<file path="src/rsae_pkg.sv">
// ----------------------------------------------------------------------------
// rsae_pkg
// Types, constants and elaboration-time tables for the GF(32) address encoder.
// ----------------------------------------------------------------------------
package rsae_pkg;

    // one GF(32) symbol
    typedef logic [4:0] t_sym;

    // check-symbol columns: entry b is the 20-bit check word of a lone account bit b
    typedef logic [63:0][19:0] t_col_tab;

    localparam int unsigned DATA_COUNT = 13;
    localparam int unsigned SYM_COUNT  = 17;
    localparam int unsigned PRE_LEN    = 6;
    localparam int unsigned BODY_LEN   = 20;

    // character positions within one address run
    localparam logic [4:0] FIRST_POS = 5'd0;
    localparam logic [4:0] BODY_POS  = 5'd6;
    localparam logic [4:0] LAST_POS  = 5'd25;

    // slot code that marks a dash in the body layout
    localparam logic [4:0] DASH_SLOT = 5'd31;

    localparam logic [7:0] DASH_CHAR = "-";

    // generator taps
    localparam logic [4:0] TAP0 = 5'd17;
    localparam logic [4:0] TAP1 = 5'd9;
    localparam logic [4:0] TAP2 = 5'd6;
    localparam logic [4:0] TAP3 = 5'd30;

    // field polynomial x^5 + x^2 + 1 without the top term
    localparam logic [4:0] FIELD_POLY = 5'h05;

    localparam logic [7:0] LETTERS [32] = '{
        "2", "3", "4", "5", "6", "7", "8", "9",
        "A", "B", "C", "D", "E", "F", "G", "H",
        "J", "K", "L", "M", "N", "P", "Q", "R",
        "S", "T", "U", "V", "W", "X", "Y", "Z"
    };

    localparam logic [7:0] PREFIX [PRE_LEN] = '{"B", "U", "R", "S", "T", "-"};

    // codeword index sent at each symbol place
    localparam logic [4:0] SEND_ORDER [SYM_COUNT] = '{
        5'd3, 5'd2, 5'd1, 5'd0, 5'd7, 5'd6, 5'd5, 5'd4, 5'd13,
        5'd14, 5'd15, 5'd16, 5'd12, 5'd8, 5'd9, 5'd10, 5'd11
    };

    // body layout: symbol place per character, dash after the 4th, 8th and 12th
    localparam logic [4:0] BODY_SLOT [BODY_LEN] = '{
        5'd0,  5'd1,  5'd2,  5'd3,  DASH_SLOT,
        5'd4,  5'd5,  5'd6,  5'd7,  DASH_SLOT,
        5'd8,  5'd9,  5'd10, 5'd11, DASH_SLOT,
        5'd12, 5'd13, 5'd14, 5'd15, 5'd16
    };

    // GF(32) product
    function automatic t_sym gf_mul(input t_sym x, input t_sym y);
        t_sym acc;
        t_sym a;
        acc = '0;
        a   = x;
        for (int k = 0; k < 5; k++) begin
            if (y[k]) begin
                acc = acc ^ a;
            end
            a = a[4] ? ({a[3:0], 1'b0} ^ FIELD_POLY) : {a[3:0], 1'b0};
        end
        return acc;
    endfunction

    // shift-register encoder, used at elaboration only to build the columns
    function automatic logic [19:0] check_word(input logic [63:0] acct);
        t_sym c0, c1, c2, c3, d, fb;
        c0 = '0;
        c1 = '0;
        c2 = '0;
        c3 = '0;
        for (int i = DATA_COUNT - 1; i >= 0; i--) begin
            d  = (i == DATA_COUNT - 1) ? {1'b0, acct[63:60]} : t_sym'(acct >> (5 * i));
            fb = d ^ c3;
            c3 = c2 ^ gf_mul(TAP3, fb);
            c2 = c1 ^ gf_mul(TAP2, fb);
            c1 = c0 ^ gf_mul(TAP1, fb);
            c0 = gf_mul(TAP0, fb);
        end
        return {c3, c2, c1, c0};
    endfunction

    function automatic t_col_tab build_cols();
        t_col_tab cols;
        for (int b = 0; b < 64; b++) begin
            cols[b] = check_word(64'd1 << b);
        end
        return cols;
    endfunction

    // the code is linear, so the check word is the XOR of these columns
    localparam t_col_tab CHECK_COL = build_cols();

endpackage

</file>
<file path="src/rsae_in_if.sv">
// ----------------------------------------------------------------------------
// rsae_in_if
// Input channel: one account number and its prefix flag per transfer.
// ----------------------------------------------------------------------------
interface rsae_in_if;
    logic        valid;
    logic        ready;
    logic [63:0] account;
    logic        with_prefix;

    modport source (output valid, output account, output with_prefix, input ready);
    modport sink   (input valid, input account, input with_prefix, output ready);
endinterface

</file>
<file path="src/rsae_out_if.sv">
// ----------------------------------------------------------------------------
// rsae_out_if
// Output channel: one address character per transfer, last on the final one.
// ----------------------------------------------------------------------------
interface rsae_out_if;
    logic       valid;
    logic       ready;
    logic [7:0] character;
    logic       last;

    modport source (output valid, output character, output last, input ready);
    modport sink   (input valid, input character, input last, output ready);
endinterface

</file>
<file path="src/rs_gf32_account_address_encoder_unit.sv">
// ----------------------------------------------------------------------------
// rs_gf32_account_address_encoder_unit
// Reed-Solomon (17,13) GF(32) account address encoder with character output.
// ----------------------------------------------------------------------------
// Each account transfer becomes a run of 20 ASCII characters, or 26 when
// with_prefix is set, sent one per cycle while the output is ready; last marks
// the final character, and the output serializer sets the rate. The account is
// held in an input register, its four check symbols come from a combinational
// XOR network over the account bits, and the permuted codeword is loaded into
// the serializer register. The next account is taken into the input register
// while the current run is still going out, and moves on the cycle the final
// character transfers, so runs follow gap-free. An account passes the input
// register, then the serializer register, before its first character appears.
module rs_gf32_account_address_encoder_unit (
    input  logic       i_clk,
    input  logic       i_rst_n,
    rsae_in_if.sink    i_in,
    rsae_out_if.source o_out
);
    import rsae_pkg::*;

    // input register
    logic        r_a_valid;
    logic [63:0] r_a_account;
    logic        r_a_prefix;

    // serializer register
    logic        r_b_valid;
    logic [4:0]  r_b_pos;
    t_sym        r_b_send [SYM_COUNT];

    logic        done_b;
    logic        load_b;
    logic [19:0] check;
    t_sym        cw [SYM_COUNT];
    logic [4:0]  body_idx;
    logic [4:0]  slot;

    // handshake
    assign done_b     = r_b_valid && o_out.ready && (r_b_pos == LAST_POS);
    assign load_b     = r_a_valid && (!r_b_valid || done_b);
    assign i_in.ready = !r_a_valid || load_b;

    // capture the incoming account
    always_ff @(posedge i_clk) begin
        if (!i_rst_n) begin
            r_a_valid <= 1'b0;
        end else if (i_in.ready) begin
            r_a_valid <= i_in.valid;
        end
        if (i_in.valid && i_in.ready) begin
            r_a_account <= i_in.account;
            r_a_prefix  <= i_in.with_prefix;
        end
    end

    // XOR the check columns of all set account bits
    always_comb begin
        check = '0;
        for (int b = 0; b < 64; b++) begin
            if (r_a_account[b]) begin
                check = check ^ CHECK_COL[b];
            end
        end
    end

    // assemble the codeword: data symbols, then the four check symbols
    always_comb begin
        for (int i = 0; i < DATA_COUNT - 1; i++) begin
            cw[i] = r_a_account[5*i +: 5];
        end
        cw[DATA_COUNT - 1] = {1'b0, r_a_account[63:60]};
        for (int i = 0; i < 4; i++) begin
            cw[DATA_COUNT + i] = check[5*i +: 5];
        end
    end

    // load the permuted codeword and step through the run
    always_ff @(posedge i_clk) begin
        if (!i_rst_n) begin
            r_b_valid <= 1'b0;
            r_b_pos   <= FIRST_POS;
        end else if (load_b) begin
            r_b_valid <= 1'b1;
            r_b_pos   <= r_a_prefix ? FIRST_POS : BODY_POS;
        end else if (done_b) begin
            r_b_valid <= 1'b0;
        end else if (r_b_valid && o_out.ready) begin
            r_b_pos   <= r_b_pos + 5'd1;
        end
        if (load_b) begin
            for (int i = 0; i < SYM_COUNT; i++) begin
                r_b_send[i] <= cw[SEND_ORDER[i]];
            end
        end
    end

    // pick the character for the current position
    assign body_idx = r_b_pos - BODY_POS;
    assign slot     = BODY_SLOT[body_idx];

    always_comb begin
        if (r_b_pos < BODY_POS) begin
            o_out.character = PREFIX[r_b_pos[2:0]];
        end else if (slot == DASH_SLOT) begin
            o_out.character = DASH_CHAR;
        end else begin
            o_out.character = LETTERS[r_b_send[slot]];
        end
    end

    assign o_out.valid = r_b_valid;
    assign o_out.last  = (r_b_pos == LAST_POS);

endmodule
</file>
<file path="src/flat_wrapper.sv">
// flat-port wrapper written by rule: the top's interface ports become plain ports
module rs_gf32_account_address_encoder_unit_flat import rsae_pkg::*;
  (i_clk, i_rst_n, i_in_valid, i_in_account, i_in_with_prefix, i_in_ready, o_out_valid, o_out_character, o_out_last, o_out_ready);
  rsae_in_if i_in_i ();
  rsae_out_if o_out_i ();
  input  logic i_clk;
  input  logic i_rst_n;
  input wire logic [$bits(i_in_i.valid)-1:0] i_in_valid;
  input wire logic [$bits(i_in_i.account)-1:0] i_in_account;
  input wire logic [$bits(i_in_i.with_prefix)-1:0] i_in_with_prefix;
  output wire logic [$bits(i_in_i.ready)-1:0] i_in_ready;
  output wire logic [$bits(o_out_i.valid)-1:0] o_out_valid;
  output wire logic [$bits(o_out_i.character)-1:0] o_out_character;
  output wire logic [$bits(o_out_i.last)-1:0] o_out_last;
  input wire logic [$bits(o_out_i.ready)-1:0] o_out_ready;
  assign i_in_i.valid = i_in_valid;
  assign i_in_i.account = i_in_account;
  assign i_in_i.with_prefix = i_in_with_prefix;
  assign i_in_ready = i_in_i.ready;
  assign o_out_valid = o_out_i.valid;
  assign o_out_character = o_out_i.character;
  assign o_out_last = o_out_i.last;
  assign o_out_i.ready = o_out_ready;
  rs_gf32_account_address_encoder_unit u_core (.i_clk(i_clk), .i_rst_n(i_rst_n), .i_in(i_in_i), .o_out(o_out_i));
endmodule
</file>
<file path="config.mk">
export PLATFORM = sky130hd
export DESIGN_NAME = rs_gf32_account_address_encoder_unit_flat
export DESIGN_NICKNAME = d
export VERILOG_FILES = /design/src/rsae_pkg.sv /design/src/rsae_in_if.sv /design/src/rsae_out_if.sv /design/src/rs_gf32_account_address_encoder_unit.sv /design/src/flat_wrapper.sv
export SDC_FILE = /design/constraint.sdc
export NUM_CORES = 1
export LEC_CHECK = 0
export ABC_AREA = 1
export BUFFER_PORTS_ARGS = -buffer_cell sky130_fd_sc_hd__buf_4
export CAP_MARGIN = 20
export CORE_MARGIN = 2
export CORE_UTILIZATION = 40
export CTS_CLUSTER_SIZE = 14
export DETAILED_ROUTE_END_ITERATION = 10
export PLACE_DENSITY = 0.65
export SLEW_MARGIN = 20
export SYNTH_ARGS = -nofsm -noshare
export SYNTH_HDL_FRONTEND = slang
export SYNTH_SLANG_ARGS = --single-unit
</file>
<file path="constraint.sdc">
create_clock -name i_clk -period 10.1 [get_ports i_clk]
set_input_delay 2.02 -clock i_clk [delete_from_list [all_inputs] [get_ports i_clk]]
set_output_delay 2.02 -clock i_clk [all_outputs]
set_load 0.05 [all_outputs]
</file>
==> impl_metrics.ini <==
[run_status]
status = finished, final reports clean

[yosys]
syn-cell-area_um2 = 11500
synth_top_family_by_area = XOR/XNOR gates
avgSynthCellArea_um2 = 10.0
yosys.area_share.simple_pct = 10.5
synth_compound_area_share_pct = 2.07
yosysWarnings = 0
synth_xor_area_share_pct = 39.7
synth_fa_ha_area_share_pct = 1.31
synth_mux_area_share_pct = 0
async_flop_share_pct = 0
ys_seq_elements = 156
synth.yosys.seq_area_share_pct = 40.2
yosys-top-cells-area = edfxtp_1 39%, xnor2_1 24%, xor2_1 16%
synth_cell_types = 39
syn_nets = 1223
synthFlopType = edfxtp_1
synth-edff-count = 149
synth.top_cell.area_share_pct = 39.0
yosys.area.top_type = edfxtp_1
syn_inst = 1142

[timing]
period_share_pct = 61.1
drv_slew = 0
fmaxAchievable_mhz = 162
min_period_ps = 6170
setup_ws_ps = 3930
worstMarginPinSlew_ps = 869
fin_skew_ps = 13.6
tns_ps = 0
whs_ps = 515
max_slew_margin_pct = 42.1
rsz0062_at_grt = false
final-setup-viol-count = 0
hold_viol = 0

[cells_and_area]
drive_gt1_share_pct = 12.3
antenna_cells = 0
syn2layout_area_growth_pct = 11.1
final_nets = 1249
layout.cells.non_filler = 1559

[clock_network]
cts_setup_buffers = 0
cts_tree = done
numCtsBuffers = 17
clock_path_buffers = 2
cts_resized = 0
postCtsHoldBufs = 0
root_buffer = clkbuf_16
htreeDepth = 4
clk_latency_ps = 430
cts_sinks = 156
cts.clk_slew.worst_paths_ps = 70

[floorplanning]
core_um2 = 28000
die_area_um2 = 30000
die_h_um = 173
pin_count = 80
die_w_um = 173
initial_core_util_pct = 40.9
std_cell_rows = 61

[routing]
viasPerCell = 5.07
wl_per_cell_um = 21.7
wl_um = 33900
via_count = 7905
drt_first_pass_iters = 5
postRouteAntennaNets = 0
drt_iter0_drc = 851
drc = 0

[place]
dp_cells = 1527
port-buffer-count = 78
dp_hpwl_um = 24400
place_ws_ps = 4460
gp_congestion = 0.977

[worst_setup_path]
slowest_delay_ps = 500
crit_path_max_fanout = 46
path_cells = inv_2 > ha_1 > nand2_1 > o21ai_0 > nand2_1 > nand3_4 > nand2_4 > a21oi_1 > o21ai_0 > o211ai_1 > nand3_1 > nand3_1 > nand2_2 > inv_1 > ha_1 > inv_1 > nand2_1 > nand3_1 > nand2_1 > nor2_1 > nor2_1 > buf_4
cp.required_ps = 8080
arrival_ps = 4150
crit_buf_inv = 4
critPathCaptureType = output port
cpMaxStageDelayCell = nand2_4
path_common_cell = nand2_1
start_kind = register
path_class = register to output port
critPathTopFamily = simple AND/OR/NAND/NOR gates

[global_route]
grt_pass1_wl_um = 49700
grt_antenna_before_repair = 0
grt_overflow = 0
grtUsageTotal_pct = 22.7
grt_start_max_net_pins = 89
grt_pass1_vias = 7583

[hold_path]
hp-class = register to register

[power]
pwr_density_cell_nw_per_um2 = 201
finalPower_uw = 2560
ir_worst_vdd_mv = 0.126
leakagePower_uw = 0.00480

[job]
cap_violations = 0
-- metal layers --
| metal | GRT usage (%) | share of wire, % |
|---|---|---|
| met1 | 30.8 | 43 |
| met2 | 36.5 | 47 |
| met3 | 3.77 | 6.9 |
| met4 | 8.69 | 3.2 |
| met5 | 0 | 0 |
-- sequential cells by signal, summed over array words and instances, names as in the netlist --
| name | cells |
|---|---|
| u_core.r_b_send | 84 |
| u_core.o_out.valid | 1 |
| u_core.r_a_valid | 1 |
| u_core.r_b_pos | 5 |
| u_core.r_a_account | 64 |
| u_core.r_a_prefix | 1 |
-- report_power, final --
part,switching [uW],total [uW],internal (uW)
Combinational,565,1020,452
Sequential,93.5,926,832
Clock,295,619,324
Total,954,2560,1610
-- stage by stage --
stage / area [um^2] / utilization [%]
6_report: 12700 / 45.5
5_1_grt: 12700 / 45.5
4_1_cts: 12700 / 45.5
3_5_place_dp: 12200 / 43.5
3_3_place_gp: 12200 / 43.5
2_1_floorplan: 11500 / -
-- layout by cell type (no fill, tap or decap), drive strengths merged, types with 12 or more instances in the layout --
master / instances
nor2: 19
o21ai: 19
xor2: 206
ha: 12
nand3: 90
buf: 84
edfxtp: 149
inv: 88
nand2: 125
clkbuf: 17
a21oi: 16
xnor2: 312
-- synth_stat cells (2+ instances only) --
library cell / n
nor4_1: 2
dfxtp_1: 7
nand2_4: 2
inv_1: 75
nand3_1: 88
buf_6: 5
nor2_2: 2
xor2_1: 205
inv_2: 4
nand4_1: 2
nor2_1: 16
clkbuf_1: 26
or2_2: 5
ha_1: 12
nand2_2: 7
xnor2_1: 311
nand3b_1: 10
o211ai_1: 5
o21ai_1: 2
a21oi_1: 16
buf_4: 6
buf_2: 40
edfxtp_1: 149
o21ai_0: 16
nand2_1: 115
-- kinds of logic after synthesis --
group	Yosys count
fa+ha+maj	12
compound gates	43
xor+xnor	518
flops	156
buf+inv	158
other cells	1
simple gates	254
-- cell type report --
class	instances	area (um^2)
fillers	2658	15300
multi-input cells	828	6160
clock buffers	17	425
flip-flops and latches	156	4610
well taps	378	473
repair buffers	84	634
clock inverters	15	131
inverters	81	307
-- worst min-delay path: stages, from the launching register on --
cell	delay, ps
dfxtp_1	310
nand2_1	90
a21oi_1	70
-- worst paths after layout --
kind,start,end,slack [ps],cells past startpoint
worst min-delay path,u_core.r_a_valid,u_core.r_a_valid,510,2
worst min register to register,u_core.r_a_valid,u_core.r_a_valid,510,2
worst max-delay path,u_core.r_b_pos[0],o_out_character[2],3930,22
worst max register to register,u_core.r_b_pos[1],u_core.r_a_account[6],6840,11
Note: power is estimated with default switching activity, not from simulation.
